$ cat config.mk
export PLATFORM = sky130hd
export DESIGN_NAME = precharge_ready_to_drive_sequencer
export DESIGN_NICKNAME = d
export VERILOG_FILES = /design/src/design/rtd_pkg.sv /design/src/design/rtd_regs.sv /design/src/design/precharge_ready_to_drive_sequencer.sv
export SDC_FILE = /design/constraint.sdc
export NUM_CORES = 2
export LEC_CHECK = 0
export BUFFER_PORTS_ARGS = -buffer_cell sky130_fd_sc_hd__buf_2
export CORE_MARGIN = 2
export CORE_UTILIZATION = 55
export DETAILED_ROUTE_END_ITERATION = 16
export GPL_TIMING_DRIVEN = 0
export PLACE_DENSITY_LB_ADDON = 0.12
export SLEW_MARGIN = 25
export SYNTH_ARGS = -nofsm -noshare
export SYNTH_HDL_FRONTEND = slang
export SYNTH_SLANG_ARGS = --single-unit
$ cat constraint.sdc
create_clock -name i_clk -period 11.3 [get_ports i_clk]
set_input_delay 1.695 -clock i_clk [delete_from_list [all_inputs] [get_ports i_clk]]
set_output_delay 1.695 -clock i_clk [all_outputs]
set_load 0.02 [all_outputs]
$ cat src/design/rtd_pkg.sv
package rtd_pkg;

    // apb address width: six registers at byte addresses 0 to 20
    localparam int ADDR_W = 5;
    localparam int DATA_W = 32;

    // register indexes (paddr[4:2])
    localparam logic [2:0] REG_MIN_PACK    = 3'd0;
    localparam logic [2:0] REG_PRE_PERIODS = 3'd1;
    localparam logic [2:0] REG_PRE_PERMIL  = 3'd2;
    localparam logic [2:0] REG_SAG_PERMIL  = 3'd3;
    localparam logic [2:0] REG_SAG_TIMEOUT = 3'd4;
    localparam logic [2:0] REG_MAX_THROT   = 3'd5;

    // register reset values
    localparam logic [15:0] RST_MIN_PACK    = 16'd20000;
    localparam logic [15:0] RST_PRE_PERIODS = 16'd500;
    localparam logic [9:0]  RST_PRE_PERMIL  = 10'd900;
    localparam logic [9:0]  RST_SAG_PERMIL  = 10'd500;
    localparam logic [15:0] RST_SAG_TIMEOUT = 16'd100;
    localparam logic [11:0] RST_MAX_THROT   = 12'd200;

    // bus is in 0.1 V, pack in 0.01 V, ratio in per-mille
    localparam logic signed [14:0] BUS_SCALE = 15'sd10000;

    typedef struct packed {
        logic [15:0] min_pack_voltage;
        logic [15:0] precharge_periods;
        logic [9:0]  precharge_permille;
        logic [9:0]  sag_permille;
        logic [15:0] sag_timeout_periods;
        logic [11:0] max_throttle_ready;
    } t_cfg;

    // sequencer states, one-hot
    typedef enum logic [6:0] {
        ST_INITIAL   = 7'b0000001,
        ST_VCHECK    = 7'b0000010,
        ST_WAIT      = 7'b0000100,
        ST_PRECHARGE = 7'b0001000,
        ST_BUSCHECK  = 7'b0010000,
        ST_NOTREADY  = 7'b0100000,
        ST_READY     = 7'b1000000
    } t_state;

    // reported state codes
    localparam logic [2:0] CODE_INITIAL   = 3'd0;
    localparam logic [2:0] CODE_VCHECK    = 3'd1;
    localparam logic [2:0] CODE_WAIT      = 3'd2;
    localparam logic [2:0] CODE_PRECHARGE = 3'd3;
    localparam logic [2:0] CODE_BUSCHECK  = 3'd4;
    localparam logic [2:0] CODE_NOTREADY  = 3'd5;
    localparam logic [2:0] CODE_READY     = 3'd6;

    function automatic logic [2:0] state_code(input t_state st);
        logic [2:0] code;
        case (st)
            ST_VCHECK:    code = CODE_VCHECK;
            ST_WAIT:      code = CODE_WAIT;
            ST_PRECHARGE: code = CODE_PRECHARGE;
            ST_BUSCHECK:  code = CODE_BUSCHECK;
            ST_NOTREADY:  code = CODE_NOTREADY;
            ST_READY:     code = CODE_READY;
            default:      code = CODE_INITIAL;
        endcase
        return code;
    endfunction

endpackage

$ cat src/design/rtd_regs.sv
module rtd_regs
    import rtd_pkg::*;
(
    input  logic              i_clk,
    input  logic              i_rst_n,
    input  logic              psel,
    input  logic              penable,
    input  logic              pwrite,
    input  logic [ADDR_W-1:0] paddr,
    input  logic [DATA_W-1:0] pwdata,
    output logic [DATA_W-1:0] prdata,
    output logic              pready,
    output t_cfg              o_cfg
);

    t_cfg       r_cfg;
    logic       wr_en;
    logic [2:0] reg_idx;

    assign pready  = 1'b1;
    assign wr_en   = psel && penable && pwrite;
    assign reg_idx = paddr[ADDR_W-1:2];

    // register writes
    always_ff @(posedge i_clk) begin
        if (!i_rst_n) begin
            r_cfg.min_pack_voltage    <= RST_MIN_PACK;
            r_cfg.precharge_periods   <= RST_PRE_PERIODS;
            r_cfg.precharge_permille  <= RST_PRE_PERMIL;
            r_cfg.sag_permille        <= RST_SAG_PERMIL;
            r_cfg.sag_timeout_periods <= RST_SAG_TIMEOUT;
            r_cfg.max_throttle_ready  <= RST_MAX_THROT;
        end else if (wr_en) begin
            case (reg_idx)
                REG_MIN_PACK:    r_cfg.min_pack_voltage    <= pwdata[15:0];
                REG_PRE_PERIODS: r_cfg.precharge_periods   <= pwdata[15:0];
                REG_PRE_PERMIL:  r_cfg.precharge_permille  <= pwdata[9:0];
                REG_SAG_PERMIL:  r_cfg.sag_permille        <= pwdata[9:0];
                REG_SAG_TIMEOUT: r_cfg.sag_timeout_periods <= pwdata[15:0];
                REG_MAX_THROT:   r_cfg.max_throttle_ready  <= pwdata[11:0];
                default: ;
            endcase
        end
    end

    // register read back
    always_comb begin
        case (reg_idx)
            REG_MIN_PACK:    prdata = {16'd0, r_cfg.min_pack_voltage};
            REG_PRE_PERIODS: prdata = {16'd0, r_cfg.precharge_periods};
            REG_PRE_PERMIL:  prdata = {22'd0, r_cfg.precharge_permille};
            REG_SAG_PERMIL:  prdata = {22'd0, r_cfg.sag_permille};
            REG_SAG_TIMEOUT: prdata = {16'd0, r_cfg.sag_timeout_periods};
            REG_MAX_THROT:   prdata = {20'd0, r_cfg.max_throttle_ready};
            default:         prdata = '0;
        endcase
    end

    assign o_cfg = r_cfg;

endmodule

$ cat src/design/precharge_ready_to_drive_sequencer.sv
// Precharge and ready-to-drive sequencer. Each request is one control period
// (pack voltage, both inverter bus voltages, precharge button, shutdown loop,
// throttle and its plausibility flag) and gives exactly one result: the
// sequencer state after that period, drive enable, the AIR2 command and the
// pump command. The edge that accepts a request registers the voltage
// products (bus x 10000 and pack x per-mille); the edge that moves it on,
// once the result slot is free, runs the ratio compares and the state
// update into the state registers that drive the result, which then holds
// there while the result side stalls. A new request is taken every cycle
// unless the result side stalls; one period's state update finishes before
// the next period reaches it. The user must write registers through the APB
// port only while no request is in flight; the block does not enforce it.
module precharge_ready_to_drive_sequencer
    import rtd_pkg::*;
(
    input  logic                i_clk,
    input  logic                i_rst_n,
    // apb register port
    input  logic                psel,
    input  logic                penable,
    input  logic                pwrite,
    input  logic [ADDR_W-1:0]   paddr,
    input  logic [DATA_W-1:0]   pwdata,
    output logic [DATA_W-1:0]   prdata,
    output logic                pready,
    // request channel
    input  logic                i_valid,
    output logic                o_stall,
    input  logic [15:0]         i_pack_voltage,
    input  logic signed [15:0]  i_bus_voltage_left,
    input  logic signed [15:0]  i_bus_voltage_right,
    input  logic                i_precharge_button,
    input  logic                i_shutdown_closed,
    input  logic [11:0]         i_throttle_level,
    input  logic                i_throttle_ok,
    // result channel
    output logic                o_valid,
    input  logic                i_stall,
    output logic [2:0]          o_sequence_state,
    output logic                o_drive_enable,
    output logic                o_air2_closed,
    output logic                o_pumps_on
);

    t_cfg cfg;

    rtd_regs u_regs (
        .i_clk   (i_clk),
        .i_rst_n (i_rst_n),
        .psel    (psel),
        .penable (penable),
        .pwrite  (pwrite),
        .paddr   (paddr),
        .pwdata  (pwdata),
        .prdata  (prdata),
        .pready  (pready),
        .o_cfg   (cfg)
    );

    // handshake and stage control
    logic r_s1_valid;
    logic r_out_valid;
    logic out_free;
    logic s2_fire;
    logic accept;

    assign out_free = !r_out_valid || !i_stall;
    assign s2_fire  = r_s1_valid && out_free;
    assign o_stall  = r_s1_valid && !out_free;
    assign accept   = i_valid && !o_stall;

    always_ff @(posedge i_clk) begin
        if (!i_rst_n) begin
            r_s1_valid  <= 1'b0;
            r_out_valid <= 1'b0;
        end else begin
            if (accept) begin
                r_s1_valid <= 1'b1;
            end else if (s2_fire) begin
                r_s1_valid <= 1'b0;
            end
            if (s2_fire) begin
                r_out_valid <= 1'b1;
            end else if (!i_stall) begin
                r_out_valid <= 1'b0;
            end
        end
    end

    // stage 1: scaled voltages and pack thresholds
    logic signed [30:0] r_left_x;
    logic signed [30:0] r_right_x;
    logic [25:0]        r_pack_pre;
    logic [25:0]        r_pack_sag;
    logic               r_button;
    logic               r_shutdown;
    logic [11:0]        r_throttle;
    logic               r_thr_ok;
    logic [15:0]        r_pack;

    always_ff @(posedge i_clk) begin
        if (accept) begin
            r_left_x   <= i_bus_voltage_left * BUS_SCALE;
            r_right_x  <= i_bus_voltage_right * BUS_SCALE;
            r_pack_pre <= i_pack_voltage * cfg.precharge_permille;
            r_pack_sag <= i_pack_voltage * cfg.sag_permille;
            r_pack     <= i_pack_voltage;
            r_button   <= i_precharge_button;
            r_shutdown <= i_shutdown_closed;
            r_throttle <= i_throttle_level;
            r_thr_ok   <= i_throttle_ok;
        end
    end

    // stage 2: ratio compares
    logic signed [30:0] pre_thr;
    logic signed [30:0] sag_thr;
    logic               pre_ok_l;
    logic               pre_ok_r;
    logic               sag_ok_l;
    logic               sag_ok_r;

    assign pre_thr  = $signed({5'd0, r_pack_pre});
    assign sag_thr  = $signed({5'd0, r_pack_sag});
    assign pre_ok_l = r_left_x >= pre_thr;
    assign pre_ok_r = r_right_x >= pre_thr;
    assign sag_ok_l = r_left_x >= sag_thr;
    assign sag_ok_r = r_right_x >= sag_thr;

    // sequencer state
    t_state      r_state;
    t_state      n_state;
    logic        r_contactor;
    logic        n_contactor;
    logic [15:0] r_pre_cnt;
    logic [15:0] n_pre_cnt;
    logic [15:0] r_sag_cnt;
    logic [15:0] n_sag_cnt;
    logic        r_sag_timing;
    logic        n_sag_timing;
    logic [15:0] pre_inc;
    logic [15:0] sag_inc;

    assign pre_inc = (r_pre_cnt == 16'hFFFF) ? r_pre_cnt : r_pre_cnt + 16'd1;
    assign sag_inc = (r_sag_cnt == 16'hFFFF) ? r_sag_cnt : r_sag_cnt + 16'd1;

    // next state for one control period
    always_comb begin
        n_state      = r_state;
        n_contactor  = r_contactor;
        n_pre_cnt    = r_pre_cnt;
        n_sag_cnt    = r_sag_cnt;
        n_sag_timing = r_sag_timing;
        case (r_state)
            ST_VCHECK: begin
                n_contactor = 1'b0;
                if (r_pack >= cfg.min_pack_voltage) begin
                    n_state = ST_WAIT;
                end
            end
            ST_WAIT: begin
                n_contactor = 1'b0;
                if (r_button && r_shutdown) begin
                    n_state   = ST_PRECHARGE;
                    n_pre_cnt = '0;
                end
            end
            ST_PRECHARGE: begin
                n_contactor = 1'b0;
                n_pre_cnt   = pre_inc;
                if (pre_inc >= cfg.precharge_periods) begin
                    n_state = ST_BUSCHECK;
                end
            end
            ST_BUSCHECK: begin
                if (pre_ok_l && pre_ok_r) begin
                    n_state     = ST_NOTREADY;
                    n_contactor = 1'b1;
                end else begin
                    n_state     = ST_WAIT;
                    n_contactor = 1'b0;
                end
            end
            ST_NOTREADY: begin
                if (!pre_ok_l || !pre_ok_r) begin
                    n_state     = ST_WAIT;
                    n_contactor = 1'b0;
                end else if (r_thr_ok && (r_throttle < cfg.max_throttle_ready)) begin
                    n_state = ST_READY;
                end
            end
            ST_READY: begin
                if (!sag_ok_l && !sag_ok_r) begin
                    // sag: start or continue the timer
                    n_sag_timing = 1'b1;
                    n_sag_cnt    = r_sag_timing ? sag_inc : 16'd0;
                    if (n_sag_cnt >= cfg.sag_timeout_periods) begin
                        n_state      = ST_WAIT;
                        n_contactor  = 1'b0;
                        n_sag_timing = 1'b0;
                        n_sag_cnt    = '0;
                    end
                end else begin
                    n_sag_timing = 1'b0;
                    if (!r_thr_ok) begin
                        n_state     = ST_WAIT;
                        n_contactor = 1'b0;
                        n_sag_cnt   = '0;
                    end
                end
            end
            default: begin
                n_contactor = 1'b0;
                n_state     = ST_VCHECK;
            end
        endcase
    end

    always_ff @(posedge i_clk) begin
        if (!i_rst_n) begin
            r_state      <= ST_INITIAL;
            r_contactor  <= 1'b0;
            r_pre_cnt    <= '0;
            r_sag_cnt    <= '0;
            r_sag_timing <= 1'b0;
        end else if (s2_fire) begin
            r_state      <= n_state;
            r_contactor  <= n_contactor;
            r_pre_cnt    <= n_pre_cnt;
            r_sag_cnt    <= n_sag_cnt;
            r_sag_timing <= n_sag_timing;
        end
    end

    // result outputs follow the state, which only moves when the result slot is free
    assign o_valid          = r_out_valid;
    assign o_sequence_state = state_code(r_state);
    assign o_drive_enable   = (r_state == ST_READY);
    assign o_pumps_on       = (r_state == ST_READY);
    assign o_air2_closed    = r_contactor;

    // driving only with the contactor closed
    a_drive_air2: assert property (@(posedge i_clk) disable iff (!i_rst_n)
        o_drive_enable |-> o_air2_closed)
        else $error("drive enabled with air2 open");

    // sag timer runs only in ready to drive
    a_sag_ready: assert property (@(posedge i_clk) disable iff (!i_rst_n)
        r_sag_timing |-> (r_state == ST_READY))
        else $error("sag timer active outside ready to drive");

    // contactor held open before the bus check
    a_open_early: assert property (@(posedge i_clk) disable iff (!i_rst_n)
        (r_state == ST_VCHECK || r_state == ST_WAIT || r_state == ST_PRECHARGE)
        |-> !r_contactor)
        else $error("contactor closed before bus check");

    // state moves only when a request passes into the result slot
    a_state_hold: assert property (@(posedge i_clk) disable iff (!i_rst_n)
        !s2_fire |=> $stable(r_state) && $stable(r_contactor))
        else $error("state changed without a request");

endmodule
==> qor.yml <==
dpl.cell_count: 3968
synthCells: 3148
drt_first_iter_violations: 1499
seq_area_frac_synth: 0.224
grt_pass1_vias: 23363
finalInstanceArea_um2: 32100
h-tree-depth: 1
synth.distinct_cells: 73
cts_max_path_buffers: 3
ant_nets: 0
ir_worst_vdd_mv: 0.143
slew_headroom: 0.327
row_count: 84
reg2reg_depth: 24
finalSetupViolCount: 0
ff2ff_setup_slack_ns: 4.17
crit_fanout: 10
stdcell_count: 4024
grt_setup_unrepaired: "false"
use_met3: 0.0284
synth-seq-cells: 260
syn2layout_area_growth_pct: 9.23
top_usage_layer: "met2"
fin_crit_sh: 0.682
overflow: 0
met2_usage: 0.481
holdBufCountCts: 0
synth_edf_count: 137
p_per_area_nw_per_um2: 184
drv_cap: 0
synth_area_um2: 29400
r2r_end: "r_pack_pre[25]$_DFFE_PP_"
grt_usage: 0.282
min-delay-start: "u_regs.o_cfg[68]$_SDFFE_PN0P_"
slowest_delay_ns: 0.56
avgSynthCellArea_um2: 9.33
dieHeight_um: 235
antenna_found_initial: 0
cts-root-buf: "clkbuf_16"
cp_top_family: "adder cells"
wirelength_um: 77600
routabilityCongestion: 0.922
clkSinkCount: 260
fin_skew_ns: 0.0313
drive_above_1_share: 0.0656
clkLatencyLatePin_ns: 0.61
core_area_um2: 52700
hold_end: "u_regs.o_cfg[68]$_SDFFE_PN0P_"
multiInputGateArea_um2: 20400
port_buffers: 112
grt_pass1_wl_um: 124000
layout_setup_ws_ns: 3.59
cts_setup_buffers: 0
holdPathStages: 2
n_antenna_cell: 0
place_area_um2: 31000
post-dp-hpwl_um: 63500
slowest_stage: "fa_1"
grt_max_degree: 28
nFillCells: 4606
post-place-ws_ns: 3.01
hold_viol: 0
crit_required_ns: 11.67
cts.clk_slew.worst_paths_ns: 0.06
hp-class: "flip-flop to flip-flop"
maxSlewViolCount: 0
num_vias: 22925
drc_errors: 0
dieArea_um2: 55300
worstMarginPinSlew_ns: 0.985
async_reset_ff_frac: 0
cp.arrival_ns: 8.08
fin_crit_ns: 7.71
dr.pass1.iters: 5
use_met1: 0.375
r2r-start: "u_regs.o_cfg[41]$_SDFFE_PN0P_"
cp_num_buf_inv: 7
worstSetupPathType: "primary input to flip-flop"
viasPerCell: 5.70
start_util: 0.558
register_area_um2: 6580
cts_buffers: 30
cts_tree: "yes"
status: "completed"
tns_ns: 0
die_w_um: 235
ios: 148
endpoint_kind: "flip-flop"
p_leak_nw: 15.5
routedWlPerCell_um: 19.3
synth_flop_cell: "edfxtp_1"
path_cells: "buf_2 -> clkbuf_1 -> nand2_1 -> fa_1 -> inv_1 -> fa_1 -> inv_1 -> fa_1 -> inv_1 -> fa_1 -> inv_1 -> fa_1 -> inv_1 -> ha_1 -> or3_1 -> nand2b_1 -> a31oi_1 -> a211oi_1 -> o2111ai_1 -> nand3_1 -> o41a_1 -> a21o_1 -> a21oi_2 -> xnor2_1"
cts.repair.resized: 0
yosys_warnings: 0
start_kind: "primary input"
nets: 4169
fmax_mhz: 130
-- cells in the final DEF, fill, tap and decap left out, types with 8 or more instances in the layout --
cell type / count
xnor2_1: 67
edfxtp_1: 137
nand4_1: 27
buf_4: 19
and4_1: 8
nor4_1: 9
a31oi_1: 8
nand3_1: 65
a211oi_1: 14
nor3_1: 26
nand2_1: 365
dfxtp_1: 123
o21ai_0: 53
clkbuf_16: 32
buf_2: 114
mux2i_1: 27
and3_1: 15
nor2_1: 118
xor2_1: 35
a21o_1: 77
a21oi_1: 182
o21a_1: 19
nand2b_1: 23
and2_1: 172
fa_1: 310
ha_1: 440
a22oi_1: 21
o211ai_1: 35
inv_1: 508
clkinv_2: 8
conb_1: 17
nor2b_1: 27
clkbuf_1: 103
-- routing by layer --
layer | vias to the layer above | share of wire
met2 | 702 | 0.49
met1 | 11362 | 0.42
met5 | - | 0
met4 | 0 | 0.039
li1 | 10684 | -
met3 | 177 | 0.054
-- final cells by class --
type | instances | share of cell area
Multi-Input combinational cell | 2265 | 0.636
Sequential cell | 260 | 0.205
Inverter | 508 | 0.0594
Tap cell | 688 | 0.0268
Clock buffer | 36 | 0.0264
Timing Repair Buffer | 117 | 0.0211
Buffer | 130 | 0.0175
Clock inverter | 20 | 0.00788
-- registers in the layout, summed over array words and instances, names as in the netlist, 7 cells and up --
register,flops
r_left_x,27
r_pack,16
r_pack_pre,26
r_pack_sag,26
r_pre_cnt,16
r_right_x,27
r_sag_cnt,16
r_state,7
r_throttle,12
u_regs.o_cfg,80
-- how the worst max path moves through the flow --
stage / start / endpoint / slack [ns] / cells past startpoint
after floorplan: i_stall / r_button$_DFFE_PP_ / 2.67 / 2
after global placement: i_stall / r_right_x[23]$_DFFE_PP_ / 0.007 / 3
after detailed placement: i_pack_voltage[11] / r_pack_pre[24]$_DFFE_PP_ / 3.01 / 21
after CTS: i_pack_voltage[11] / r_pack_pre[24]$_DFFE_PP_ / 3.61 / 21
after global routing: i_pack_voltage[10] / r_pack_pre[24]$_DFFE_PP_ / 3.32 / 21
final: i_pack_voltage[5] / r_pack_pre[25]$_DFFE_PP_ / 3.59 / 24
-- per-stage QoR --
step | total power, W | utilization | hold WS (ns)
after floorplan | 0.00396 | - | 0.436
after global placement | 0.00472 | 0.586 | 0.442
after detailed placement | 0.00484 | 0.588 | 0.455
after CTS | 0.00594 | 0.609 | 0.464
after global routing | 0.00644 | 0.609 | 0.488
final | 0.00590 | 0.609 | 0.463
-- logic make-up after synthesis --
logic type / synth area share
xor gates and xnor gates: 0.0304
DFF: 0.224
adders and majority gates: 0.399
other: 0.000256
muxes: 0.0130
AOI/OAI and AO/OA: 0.104
and+or+nand+nor: 0.146
buffers and inverters: 0.0840
-- cells in the mapped netlist, types with 28 or more instances --
master,count,area [um^2]
inv_1,508,1910
ha_1,440,5510
nand2_1,365,1370
fa_1,310,6210
a21oi_1,182,911
and2_1,172,1080
edfxtp_1,137,4110
dfxtp_1,123,2460
nor2_1,119,447
clkbuf_1,102,383
a21o_1,77,578
xnor2_1,67,587
nand3_1,65,325
o21ai_0,53,265
o211ai_1,35,263
xor2_1,35,307
nor2b_1,28,175
-- power breakdown --
part | switching (W) | internal [W] | total (W)
Sequential | 0.000116 | 0.00132 | 0.00143
Combinational | 0.00193 | 0.00147 | 0.00340
Clock | 0.000422 | 0.000648 | 0.00107
Total | 0.00247 | 0.00343 | 0.00590
-- worst min-delay path, delay by kind of cell, from the launching register on --
kind / cells / cell delay (ns)
compound gates: 1 / 0.05
simple gates: 1 / 0.05
flops: 1 / 0.31
Note: power is estimated with default switching activity, not from simulation.
